## config.mk

```make
export PLATFORM = sky130hd
export DESIGN_NAME = slfl_ctrl
export DESIGN_NICKNAME = d
export VERILOG_FILES = /design/src/rtl/slfl_pkg.sv /design/src/rtl/slfl_ctrl.sv
export SDC_FILE = /design/constraint.sdc
export NUM_CORES = 1
export LEC_CHECK = 0
export ABC_AREA = 1
export BUFFER_PORTS_ARGS = -buffer_cell sky130_fd_sc_hd__buf_4
export CORE_AREA = 2 2 39 41
export CTS_CLUSTER_DIAMETER = 80
export CTS_CLUSTER_SIZE = 28
export DETAILED_ROUTE_END_ITERATION = 8
export DIE_AREA = 0 0 41 43
export PLACE_DENSITY = 0.45
export SLEW_MARGIN = 10
export SYNTH_ARGS = -nofsm -noshare
export SYNTH_HDL_FRONTEND = slang
export SYNTH_SLANG_ARGS = --single-unit
```

## constraint.sdc

```tcl
create_clock -name clk_i -period 1.5 [get_ports clk_i]
set_clock_uncertainty 0.15 [all_clocks]
set_input_delay 0.3 -clock clk_i [delete_from_list [all_inputs] [get_ports clk_i]]
set_output_delay 0.3 -clock clk_i [all_outputs]
set_load 0.02 [all_outputs]
```

## src/rtl/slfl_pkg.sv

```systemverilog
`timescale 1ns / 1ps
// Shared types and codes for the sorted location to frame lookup.
package slfl_pkg;

  localparam logic [1:0] CMD_APPEND = 2'd0;
  localparam logic [1:0] CMD_CLEAR  = 2'd1;
  localparam logic [1:0] CMD_LOOKUP = 2'd2;

  localparam logic [1:0] ST_DONE  = 2'd0;
  localparam logic [1:0] ST_FULL  = 2'd1;
  localparam logic [1:0] ST_EMPTY = 2'd2;

  localparam int unsigned IndexW = 10;

  typedef struct packed {
    logic [1:0]  command;
    logic [31:0] location_mm;
    logic [31:0] frame_number;
  } item_t;

  typedef struct packed {
    logic [1:0]        status;
    logic [31:0]       found_frame;
    logic [IndexW-1:0] found_index;
    logic              exact_hit;
  } result_t;

  typedef enum logic [2:0] {
    RES_DONE,
    RES_FULL,
    RES_EMPTY,
    RES_HIT,
    RES_MISS
  } res_sel_e;

  typedef struct packed {
    logic     init;
    logic     append;
    logic     clear;
    logic     step;
    logic     res_load;
    res_sel_e res_sel;
  } dp_cmd_t;

  typedef struct packed {
    logic cnt_zero;
    logic cnt_full;
    logic hit;
    logic stop;
  } dp_sts_t;

endpackage

```

## src/rtl/slfl_ctrl.sv

```systemverilog
`timescale 1ns / 1ps
// Controller state machine: command decode and bisection sequencing.
module slfl_ctrl (
  input  logic             clk_i,
  input  logic             rst_ni,
  input  logic             start,
  input  logic [1:0]       command_i,
  input  slfl_pkg::dp_sts_t sts_i,
  output slfl_pkg::dp_cmd_t cmd_o,
  output logic             busy,
  output logic             done_o
);
  import slfl_pkg::*;

  typedef enum logic [1:0] {
    S_IDLE,
    S_SEARCH,
    S_FRAME
  } state_e;

  state_e  state_q, state_d;
  logic    done_q, done_d;
  dp_cmd_t cmd;

  always_comb begin
    cmd     = '0;
    cmd.res_sel = RES_DONE;
    state_d = state_q;
    done_d  = 1'b0;
    unique case (state_q)
      S_IDLE: begin
        if (start) begin
          cmd.res_load = 1'b1;
          done_d       = 1'b1;
          unique case (command_i)
            CMD_APPEND: begin
              if (sts_i.cnt_full) begin
                cmd.res_sel = RES_FULL;
              end else begin
                cmd.append = 1'b1;
              end
            end
            CMD_CLEAR: begin
              cmd.clear = 1'b1;
            end
            CMD_LOOKUP: begin
              if (sts_i.cnt_zero) begin
                cmd.res_sel = RES_EMPTY;
              end else begin
                cmd.init     = 1'b1;
                cmd.res_load = 1'b0;
                done_d       = 1'b0;
                state_d      = S_SEARCH;
              end
            end
            default: begin
            end
          endcase
        end
      end
      S_SEARCH: begin
        if (sts_i.hit) begin
          cmd.res_load = 1'b1;
          cmd.res_sel  = RES_HIT;
          done_d       = 1'b1;
          state_d      = S_IDLE;
        end else begin
          cmd.step = 1'b1;
          if (sts_i.stop) begin
            state_d = S_FRAME;
          end
        end
      end
      S_FRAME: begin
        cmd.res_load = 1'b1;
        cmd.res_sel  = RES_MISS;
        done_d       = 1'b1;
        state_d      = S_IDLE;
      end
      default: begin
        state_d = S_IDLE;
      end
    endcase
  end

  always_ff @(posedge clk_i or negedge rst_ni) begin
    if (!rst_ni) begin
      state_q <= S_IDLE;
      done_q  <= 1'b0;
    end else begin
      state_q <= state_d;
      done_q  <= done_d;
    end
  end

  assign cmd_o  = cmd;
  assign busy   = (state_q != S_IDLE);
  assign done_o = done_q;

endmodule

```

==> implementation parameters, run 1 <==
Parameter                              Value

Worst setup path
  Crit path launch    state_q[1]$_DFFE_PN0P_
  Ordered list of cells on the worst path    inv_2 > nand3_1 > o21ai_1 > buf_4
  Largest stage delay on the critical path    0.45 ns
  Critical Path AT    about 1.2 ns
  Dominant delay contributor by cell family on the critical path    flip-flops
  Slowest-stage cell, CP    sky130_fd_sc_hd__dfrtp_2
  Required arrival time at the worst endpoint    roughly 1.1 ns
  Buffers plus inverters on the worst setup path    2
  Start-to-end type of the worst setup path    flop to output pin
  Startpoint of the worst-slack reg-to-reg timing path    state_q[0]$_DFFE_PN0P_
  Critical path fanouts, max    5
  Type of origin of the critical path    flop
  Category of the worst setup path capture point    output pin

Hold path
  Beginning of the worst hold path    sts_i[0]
  Class of the tightest hold or removal check    primary input to flop

STA
  Fin Setup TNS    -0.739 ns
  Setup repair after global routing missed its margin    true
  Slew of the pin with the lowest slew margin    0.151 ns
  Fmax achieved    605 MHz
  Setup Viol. Count Final    8
  Rel. slew slack    0.899
  Final critical delay including setup and external delays    1.65 ns
  Hold violation count in the final report    0
  Crit path setup slack, layout    -0.154 ns
  Max-slew violation total from the final report    0
  Portion of the clock cycle consumed by the worst path in the final layout    1.10

Synth
  Warnings from Yosys    0
  Total nets after synthesis    47
  Gate Count Post-Synth    38
  Post-synthesis cell type with the largest combined area    sky130_fd_sc_hd__dfrtp_1
  Synth unique cells    16
  Synthesized area    245 um^2
  Post-Syn Area per Cell    6.45 um^2
  Post-synthesis register bit count    3
  Share of the synthesized area in the top cell type    0.306
  Proportion of synthesized chip area in sequential cells    0.306
  Top post-synthesis cells by area    sky130_fd_sc_hd__dfrtp_1 (31%), sky130_fd_sc_hd__nand2_1 (15%), sky130_fd_sc_hd__inv_1 (9.2%), sky130_fd_sc_hd__nand3_1 (6.1%), sky130_fd_sc_hd__nor2_1 (6.1%)

Route
  DRC    0
  Total wire length    715 um
  Via count of the routed design    317
  Number of iterations in the first detailed-routing pass    2
  Routed WL per cell    9.05 um
  Violation count after the first detailed-routing iteration    1
  Number of nets with antenna violations after detailed routing    0
  Post-DR vias/cell    4.01

Clocking
  Longest Clk Path Bufs    2
  Number of buffers created by CTS    3
  Number of H-tree branching levels    1
  Clock root buffer    sky130_fd_sc_hd__clkbuf_4
  Clock tree from TritonCTS    yes
  Clock Sink Count    3
  Clock transition at the register clock pins on the worst setup and hold paths after CTS    ~0.040 ns
  Clock network latency to the later pin of the worst-skew pair    0.23 ns

Floorplan
  Initial cell density of the core    0.177
  Die outline area    roughly 1800 um^2
  Area of the placeable core    about 1400 um^2
  I/O pin total    19
  Die width    41 um
  Die extent in y    43 um
  Std cell rows    14

Placed design
  Buffers on Ports    18
  Pre-CTS WS    0.0976 ns
  DP HPWL    approximately 540 um
  Cell area after placement    393 um^2
  Final RePlAce weighted congestion    0.627

GRT
  Global-route wire length before repair    993 um
  Number of antenna violations at the first check in global routing    0
  Pin count of the biggest net entering global routing    6
  Number of global-route vias before repair    ~300
  GRT Util Overall    0.0856
  Sum of overflow across all layers after global routing    0

Finish
  Sequential standard cell area    76.3 um^2
  Final Instance Area    485 um^2
  Synth-to-Final Area Change    98.0%
  Count of antenna diodes in the layout    0
  Layout net count    73
  Filler cells    163
  Ratio of cells with drive above 1 in the final layout    0.556
  Post-layout utilization of the core    0.351
  Multi-input logic area    around 150 um^2

Power and ir drop
  Power density over cell area    670 nW/um^2
  Worst vdd rail ir drop    roughly 0.00026 V
  Static leakage power    0.000277 uW

Outcome
  Violations in the final reports    setup timing
  Result of the run    complete, but fails checks

Job
  Max Cap Violations    0
==> flip-flops by register name (all words and copies together), names as in the netlist <==
signal,count
state_q,2
done_o,1
==> layout make-up <==
cell class,count,area share
well taps,16,0.0412
clock buffers,4,0.0541
inverters,8,0.0619
repair buffers,22,0.376
flip-flops and latches,3,0.157
multi-input cells,26,0.309
==> per-layer routing <==
metal  part of all wire  up-vias  global-route usage
li1                   -      165                   -
met1               0.32      141              0.0682
met2               0.59       11               0.163
met3              0.083        0              0.0157
met4                  0        0              0.0600
met5                  0        -                   0
==> final timing paths <==
kind	slack, ns	cells past startpoint	to
max	-0.15	4	cmd_o[1]
min	0.15	2	state_q[1]$_DFFE_PN0P_
max reg2reg	0.41	5	done_o$_DFF_PN0_
min reg2reg	0.47	1	state_q[1]$_DFFE_PN0P_
max in group asynchronous	0.85	2	state_q[1]$_DFFE_PN0P_
min in group asynchronous	0.25	2	state_q[0]$_DFFE_PN0P_
==> synthesized netlist by cell type <==
library cell,n
sky130_fd_sc_hd__nand2_1,10
sky130_fd_sc_hd__inv_1,6
sky130_fd_sc_hd__nor2_1,4
sky130_fd_sc_hd__dfrtp_1,3
sky130_fd_sc_hd__nand3_1,3
sky130_fd_sc_hd__inv_2,2
sky130_fd_sc_hd__buf_4,1
sky130_fd_sc_hd__nand2_2,1
sky130_fd_sc_hd__nand3_2,1
sky130_fd_sc_hd__nand3b_1,1
sky130_fd_sc_hd__nand4_1,1
sky130_fd_sc_hd__nor2_2,1
sky130_fd_sc_hd__nor2_4,1
sky130_fd_sc_hd__nor3_1,1
sky130_fd_sc_hd__o21a_1,1
sky130_fd_sc_hd__o21ai_1,1
==> stage by stage <==
stage	std cells	hold slack [ns]	total power [uW]
2_1_floorplan	38	-0.146	131
3_3_place_gp	71	-0.0590	174
3_5_place_dp	71	-0.0594	174
4_1_cts	77	0.146	326
5_1_grt	79	0.155	350
6_report	79	0.152	325
==> logic make-up (layout without fill, tap and decap cells) <==
logic type             Yosys count  after routing  synth area share
and+or+nand+nor                 24             24             0.490
buffers and inverters            9             34             0.153
DFF                              3              3             0.306
AOI/OAI and AO/OA                2              2            0.0510
==> worst reg2reg max path, stage by stage (launching register included) <==
cell                      delay [ns]
sky130_fd_sc_hd__dfrtp_1        0.40
sky130_fd_sc_hd__buf_4          0.15
sky130_fd_sc_hd__nand3_2        0.09
sky130_fd_sc_hd__nand2_1        0.05
sky130_fd_sc_hd__inv_1          0.06
sky130_fd_sc_hd__nand2_2        0.06
==> layout by cell type, fill, tap and decap left out, types with 2 or more instances in the layout <==
cell type,netlist,routed
sky130_fd_sc_hd__dfrtp_1,3,2
sky130_fd_sc_hd__nand2_1,10,8
sky130_fd_sc_hd__nor2_4,1,2
sky130_fd_sc_hd__buf_4,1,17
sky130_fd_sc_hd__nor2_1,4,3
sky130_fd_sc_hd__buf_6,0,4
sky130_fd_sc_hd__inv_2,2,2
sky130_fd_sc_hd__inv_1,6,6
sky130_fd_sc_hd__clkbuf_4,0,3
sky130_fd_sc_hd__nand3_1,3,3
sky130_fd_sc_hd__nand2_2,1,3
==> power breakdown <==
group          total, uW  switching [uW]  leakage [uW]  internal (uW)
sequential          88.0            2.63     0.0000379           85.4
combinational       99.6            50.5      0.000224           49.0
clock                138            38.2     0.0000150           99.5
==> repair_timing <==
item | in CTS | in global routing
pin swaps | 1 | 0
hold endpoints to repair | 3 | 0
setup buffers | 1 | 2
hold buffers | 1 | 0
setup endpoints to repair | 7 | 9
resized for setup | 6 | 4
Power figures use the tool's default switching activity.
==> run 2, diff against run 1 <==
--- a/config.mk
+++ b/config.mk
@@ -14,5 +14,5 @@
 export DIE_AREA = 0 0 41 43
 export PLACE_DENSITY = 0.45
-export SLEW_MARGIN = 10
+export SLEW_MARGIN = 20
 export SYNTH_ARGS = -nofsm -noshare
 export SYNTH_HDL_FRONTEND = slang
==> constraint.sdc (replaced) <==
create_clock -name clk_i -period 1.5 [get_ports clk_i]
set_clock_uncertainty 0.15 [all_clocks]
set_input_delay 0.375 -clock clk_i [delete_from_list [all_inputs] [get_ports clk_i]]
set_output_delay 0.375 -clock clk_i [all_outputs]
set_load 0.02 [all_outputs]
==> run 2 against run 1 <==
  * The run still ends with setup timing left
  * Sequential power is 0.5% lower
  * Combinational power grew 9%
  * Final cell count rose by 5.1%
  * Sequential share of layout area fell by 1.2 points
  * First-iteration DRC count fell by 100%
  * Hold slack better by 0.067 ns
  * Largest power group unchanged
  * Critical path type unchanged
  * Register-to-register slack got worse by 0.09 ns
  * Wire length is 8.0% higher
  * Setup slack lost 0.049 ns
==> implementation parameters, run 2 (synthesis gave the netlist of run 1 again) <==
Parameter                              Value

GRT
  GRT Util Overall    0.0915 (+0.00595)
  Pin count of the biggest net entering global routing    6 (unchanged)
  Number of antenna violations at the first check in global routing    0 (unchanged)
  Global-route wire length before repair    1070 um (+7.7%)
  Number of global-route vias before repair    278 (-5.1%)
  Sum of overflow across all layers after global routing    0 (unchanged)

STA
  Slew of the pin with the lowest slew margin    0.151 ns (-0.00000930 ns)
  Hold violation count in the final report    0 (unchanged)
  Final critical delay including setup and external delays    1.70 ns (+0.0485 ns)
  Max-slew violation total from the final report    0 (unchanged)
  Fin Setup TNS    -1.34 ns (-0.600 ns)
  Setup Viol. Count Final    8 (unchanged)
  Portion of the clock cycle consumed by the worst path in the final layout    1.13 (+0.0324)
  Fmax achieved    587 MHz (-2.9%)
  Setup repair after global routing missed its margin    true
  Rel. slew slack    0.899 (about the same)
  Crit path setup slack, layout    -0.202 ns (-0.0485 ns)

Finish
  Final Instance Area    536 um^2 (+10%)
  Most common cell after layout, fill and taps aside    sky130_fd_sc_hd__buf_4
  Count of antenna diodes in the layout    0 (unchanged)
  Most frequent cells in the layout    sky130_fd_sc_hd__buf_4 (20), sky130_fd_sc_hd__nand2_1 (8), sky130_fd_sc_hd__inv_1 (6), sky130_fd_sc_hd__buf_6 (5)
  Layout net count    77 (+5.5%)
  Post-layout utilization of the core    0.387 (+0.0362)
  Synth-to-Final Area Change    118%
  Ratio of cells with drive above 1 in the final layout    0.612 (+0.0564)
  Max reg flops    2 (unchanged)
  Most flops, register    state_q

Floorplan
  Std cell rows    14 (unchanged)
  I/O pin total    19 (unchanged)
  Die width    41 um (unchanged)
  Die extent in y    43 um (unchanged)
  Area of the placeable core    1380 um^2 (unchanged)
  Initial cell density of the core    0.177 (unchanged)
  Die outline area    1760 um^2 (unchanged)

Power and ir drop
  Static leakage power    0.000299 uW (+7.8%)
  Worst vdd rail ir drop    0.000247 V (-4.6%)
  Flop pwr share    0.262 (-0.009)
  Clock Power Share    0.410 (-0.013)
  Internal Pwr Total    240 uW (+2.8%)
  Sw Ratio    0.280 (-0.000671)
  Combinational power share    0.328 (+0.022)
  P_sw    93.6 uW (+2.4%)
  Power density over cell area    624 nW/um^2 (-6.9%)

Placed design
  DP HPWL    574 um (+6.0%)
  Cell area after placement    413 um^2 (+5.1%)
  Buffers on Ports    18 (unchanged)
  Pre-CTS WS    -0.0473 ns (-0.145 ns)
  Final RePlAce weighted congestion    0.625 (-0.27%)

Clocking
  Clock tree from TritonCTS    yes
  Clock transition at the register clock pins on the worst setup and hold paths after CTS    0.03 ns (about the same)
  Clock root buffer    sky130_fd_sc_hd__clkbuf_4
  Number of H-tree branching levels    1 (unchanged)
  Longest Clk Path Bufs    2 (unchanged)
  Clock network latency to the later pin of the worst-skew pair    0.23 ns (about the same)
  Number of buffers created by CTS    3 (unchanged)
  Clock Sink Count    3 (unchanged)

Worst setup path
  Critical Path AT    1.18 ns (-0.02 ns)
  Type of origin of the critical path    flop
  Critical path fanouts, max    3 (-2)
  Category of the worst setup path capture point    output pin
  Start-to-end type of the worst setup path    flop to output pin
  Required arrival time at the worst endpoint    0.97 ns (-0.08 ns)

Route
  Via count of the routed design    330 (+4.1%)
  Violation count after the first detailed-routing iteration    0 (-1)
  Number of iterations in the first detailed-routing pass    1 (-1)
  Total wire length    772 um (+8.0%)
  Post-DR vias/cell    3.98 (-0.92%)
  Number of nets with antenna violations after detailed routing    0 (unchanged)
  DRC    0 (unchanged)
  Routed WL per cell    9.30 um (+2.8%)

Outcome
  Violations in the final reports    setup timing
  Result of the run    complete, but fails checks

Hold path
  Class of the tightest hold or removal check    primary input to flop

Job
  Max Cap Violations    0 (unchanged)
-- run 2: layer usage --
layer  part of all wire  up-vias  global-route usage  wire (um)
met5                  0        -                   0          0
met4                  0        0              0.0600          0
met3               0.10        0              0.0157         79
met2               0.59       11               0.163        452
met1               0.31      147              0.0874        240
li1                   -      172                   -          -
-- run 2: repair_timing --
action | in CTS | in global routing
endpoints found under the hold margin | 3 | 0
pin swaps | 0 | 2
hold buffers | 1 | 0
buffers inserted | 4 | 1
resized for setup | 5 | 9
setup endpoints to repair | 9 | 9
-- run 2: through the flow --
step | total power [uW] | hold slack [ns] | std cells
final | 334 | 0.220 | 83
after global routing | 358 | 0.237 | 83
after CTS | 335 | 0.217 | 82
after detailed placement | 181 | 0.0173 | 73
after global placement | 180 | 0.0167 | 73
after floorplan | 132 | -0.0706 | 38
-- run 2: final cells by class --
class / count / area [um^2]
Clock buffer: 4 / 26.3
Fill cell: 157 / 848
Inverter: 8 / 32.5
Multi-Input combinational cell: 26 / 163
Sequential cell: 3 / 77.6
Tap cell: 16 / 20.0
Timing Repair Buffer: 26 / 216
-- run 2: worst paths after layout --
kind | start | end | slack [ns] | depth (start not counted)
worst max-delay path | state_q[0]$_DFFE_PN0P_ | cmd_o[0] | -0.20 | 5
worst min-delay path | sts_i[0] | state_q[1]$_DFFE_PN0P_ | 0.22 | 2
worst max register to register | state_q[0]$_DFFE_PN0P_ | done_o$_DFF_PN0_ | 0.32 | 6
worst min register to register | state_q[1]$_DFFE_PN0P_ | state_q[0]$_DFFE_PN0P_ | 0.49 | 3
max in group asynchronous | rst_ni | state_q[0]$_DFFE_PN0P_ | 0.77 | 2
min in group asynchronous | rst_ni | state_q[1]$_DFFE_PN0P_ | 0.33 | 2
-- run 2: power by group through the flow --
stage	sequential (uW)	combinational (uW)	clock, uW
detailed placement	89.0	91.6	0
finish	87.6	109	137
global placement	89.1	91.1	0
floorplan	92.2	40.1	0
global route	88.2	119	151
CTS	87.8	102	145
-- run 2: worst max-delay path, cell delays in order, from the launching register on --
cell                      delay, ns
sky130_fd_sc_hd__dfrtp_2       0.39
sky130_fd_sc_hd__buf_4         0.15
sky130_fd_sc_hd__nor2_2        0.12
sky130_fd_sc_hd__nand4_1       0.08
sky130_fd_sc_hd__nand2_1       0.07
sky130_fd_sc_hd__buf_4         0.13
==> run 3, diff against run 2 <==
BUFFER_PORTS_ARGS = not set   (was -buffer_cell sky130_fd_sc_hd__buf_4)
DONT_BUFFER_PORTS = 1   (was not set)
PLACE_DENSITY = 0.3   (was 0.45)
clock period = 1.8 ns   (was 1.5 ns; I/O delays follow)
==> run 3 against run 2 <==
  * The run now ends clean
  * Sequential cell count unchanged
  * Hold slack worse by 0.033 ns
  * First-iteration DRC count up 5
  * Critical path type unchanged
==> implementation parameters, run 3 (synthesis gave the netlist of run 1 again) <==
Parameter                              Value

Outcome
  Result of the run    finished, final reports clean

Placed design
  DP HPWL    549 um (-4.3%)
  Final RePlAce weighted congestion    0.617 (-1.3%)
  Buffers on Ports    0 (-18)
  Placed Cells incl. Taps    56 (-23%)
  Pre-CTS WS    0.235 ns (+0.282 ns)
  Cell area after placement    280 um^2 (-32%)

Worst setup path
  Startpoint of the worst-slack reg-to-reg timing path    state_q[0]$_DFFE_PN0P_
  Flop2flop setup slack    0.60 ns (+0.28 ns)
  Worst reg2reg endpoint    state_q[1]$_DFFE_PN0P_
  Type of origin of the critical path    flop
  Worst R2R Path Depth    5 (-1)
  Critical Path AT    1.18 ns (about the same)
  Critical path fanouts, max    4 (+1)
  Start-to-end type of the worst setup path    flop to output pin
  Required arrival time at the worst endpoint    1.20 ns (+0.23 ns)
  Category of the worst setup path capture point    output pin

Floorplan
  Std cell rows    14 (unchanged)
  Die extent in y    43 um (unchanged)
  I/O pin total    19 (unchanged)
  Die width    41 um (unchanged)
  Area of the placeable core    1380 um^2 (unchanged)
  Initial cell density of the core    0.177 (unchanged)
  Die outline area    1760 um^2 (unchanged)

GRT
  Number of antenna violations at the first check in global routing    0 (unchanged)
  Sum of overflow across all layers after global routing    0 (unchanged)
  GRT Util Overall    0.0984 (+0.00684)
  Pin count of the biggest net entering global routing    6 (unchanged)
  Number of global-route vias before repair    268 (-3.6%)
  Global-route wire length before repair    1100 um (+3.3%)

STA
  Setup repair after global routing missed its margin    true
  Max-slew violation total from the final report    0 (unchanged)
  Crit path setup slack, layout    0.0204 ns (+0.223 ns)
  Hold violation count in the final report    0 (unchanged)
  Slew of the pin with the lowest slew margin    0.207 ns (+0.0563 ns)
  Setup Viol. Count Final    0 (-8)
  Post-route worst hold slack    0.187 ns (-0.0328 ns)
  Final critical delay including setup and external delays    roughly 1.8 ns
  Rel. slew slack    0.862 (-0.0375)
  Portion of the clock cycle consumed by the worst path in the final layout    0.989
  Fmax achieved    ~560 MHz

Clocking
  Number of H-tree branching levels    1 (unchanged)
  Clock Sink Count    3 (unchanged)
  Clock transition at the register clock pins on the worst setup and hold paths after CTS    0.03 ns (about the same)
  Clock root buffer    sky130_fd_sc_hd__clkbuf_4
  Clock tree from TritonCTS    yes
  Longest Clk Path Bufs    2 (unchanged)
  Number of buffers created by CTS    3 (unchanged)
  Clock network latency to the later pin of the worst-skew pair    0.23 ns (about the same)

Route
  Violation count after the first detailed-routing iteration    5 (+5)
  Total wire length    669 um (-13%)
  Number of iterations in the first detailed-routing pass    4 (+3)
  Post-DR vias/cell    4.31 (+8.3%)
  Via count of the routed design    280 (-15%)
  Routed WL per cell    10.3 um (+11%)
  Number of nets with antenna violations after detailed routing    0 (unchanged)
  DRC    0 (unchanged)

Hold path
  Worst Hold Path Cells    1 (-1)
  Class of the tightest hold or removal check    primary input to flop
  Worst hold path endpoint    state_q[1]$_DFFE_PN0P_
  Beginning of the worst hold path    sts_i[0]

Finish
  Synth-to-Final Area Change    52.6%
  Final Instance Area    374 um^2 (-30%)
  Layout net count    59 (-23%)
  Filler cells    161 (+2.5%)
  Most flops, register    state_q
  Most frequent cells in the layout    sky130_fd_sc_hd__nand2_1 (6), sky130_fd_sc_hd__buf_4 (6), sky130_fd_sc_hd__inv_1 (5), sky130_fd_sc_hd__nand2_2 (5)
  Ratio of cells with drive above 1 in the final layout    0.490 (-0.122)
  Post-Layout Cell Count    65 (-22%)
  Max reg flops    2 (unchanged)
  Count of antenna diodes in the layout    0 (unchanged)

Power and ir drop
  P_sw    67.4 uW (-28%)
  Clock Power Share    0.476 (+0.066)
  Overall power after layout    241 uW (-28%)
  Worst vdd rail ir drop    0.000269 V (+9.1%)
  Sw Ratio    0.280 (-0.000581)
  Power density over cell area    644 nW/um^2 (+3.3%)
  Static leakage power    0.000200 uW (-33%)
  Combinational power share    0.207 (-0.121)
  Internal Pwr Total    173 uW (-28%)
  Flop pwr share    0.317 (+0.055)

Job
  Max Cap Violations    0 (unchanged)
==> run 3: changes by cell type in the layout (fill, tap and decap cells not counted), sizes merged <==
| cell | previous run | this run |
|---|---|---|
| buf | 25 | 7 |
==> run 3: worst max-delay path by stage <==
| stage | start | end | slack, ns | depth (start not counted) |
|---|---|---|---|---|
| 6_report | state_q[0]$_DFFE_PN0P_ | cmd_o[6] | 0.02 | 6 |
| 2_1_floorplan | state_q[1]$_DFFE_PN0P_ | cmd_o[5] | 0.15 | 3 |
| 3_3_place_gp | state_q[0]$_DFFE_PN0P_ | cmd_o[6] | 0.25 | 6 |
| 4_1_cts | state_q[1]$_DFFE_PN0P_ | cmd_o[1] | 0.02 | 4 |
| 3_5_place_dp | state_q[0]$_DFFE_PN0P_ | cmd_o[6] | 0.24 | 6 |
| 5_1_grt | state_q[0]$_DFFE_PN0P_ | cmd_o[6] | -0.07 | 6 |
==> run 3: final cells by class <==
type,instances,area (um^2),share of cell area
clock buffers,4,26.3,0.0702
inverters,8,30.0,0.0803
multi-input cells,26,155,0.415
flip-flops and latches,3,76.3,0.204
well taps,16,20.0,0.0535
repair buffers,8,66.3,0.177
==> run 3: worst max-delay path, stage by stage (launching register included) <==
cell                      delay (ns)
sky130_fd_sc_hd__dfrtp_1        0.39
sky130_fd_sc_hd__inv_2          0.09
sky130_fd_sc_hd__nand2_2        0.06
sky130_fd_sc_hd__nor2_4         0.12
sky130_fd_sc_hd__nand2_2        0.06
sky130_fd_sc_hd__nor2_2         0.11
sky130_fd_sc_hd__buf_6          0.12
==> run 3: power by group through the flow <==
stage / Clock (uW) / Sequential, uW / Combinational (uW)
after floorplan: 0 / 76.8 / 32.7
after global placement: 0 / 77.3 / 37.8
after detailed placement: 0 / 77.5 / 37.7
after CTS: 123 / 76.1 / 44.7
after global routing: 134 / 76.4 / 54.7
final: 115 / 76.2 / 50.0
==> run 3: metal layers <==
layer	wire length (um)	vias to the layer above	global-route usage	share of wire
met2	360	11	0.128	0.54
li1	-	139	-	-
met5	0	-	0	0
met4	0	0	0.0800	0
met3	52	0	0.0524	0.078
met1	257	130	0.113	0.38
==> run 3: repair_timing <==
item / CTS / global route
resized for setup: 1 / 9
pin swaps: 0 / 2
buffers inserted: 3 / 1
hold buffers: 1 / 0
endpoints found under the hold margin: 3 / 0
endpoints found under the setup margin: 2 / 6
==> run 3: per-stage QoR <==
stage / util / setup TNS, ns
floorplan: - / 0
global placement: 0.203 / 0
detailed placement: 0.203 / 0
CTS: 0.249 / 0
global route: 0.270 / -0.251
finish: 0.270 / 0
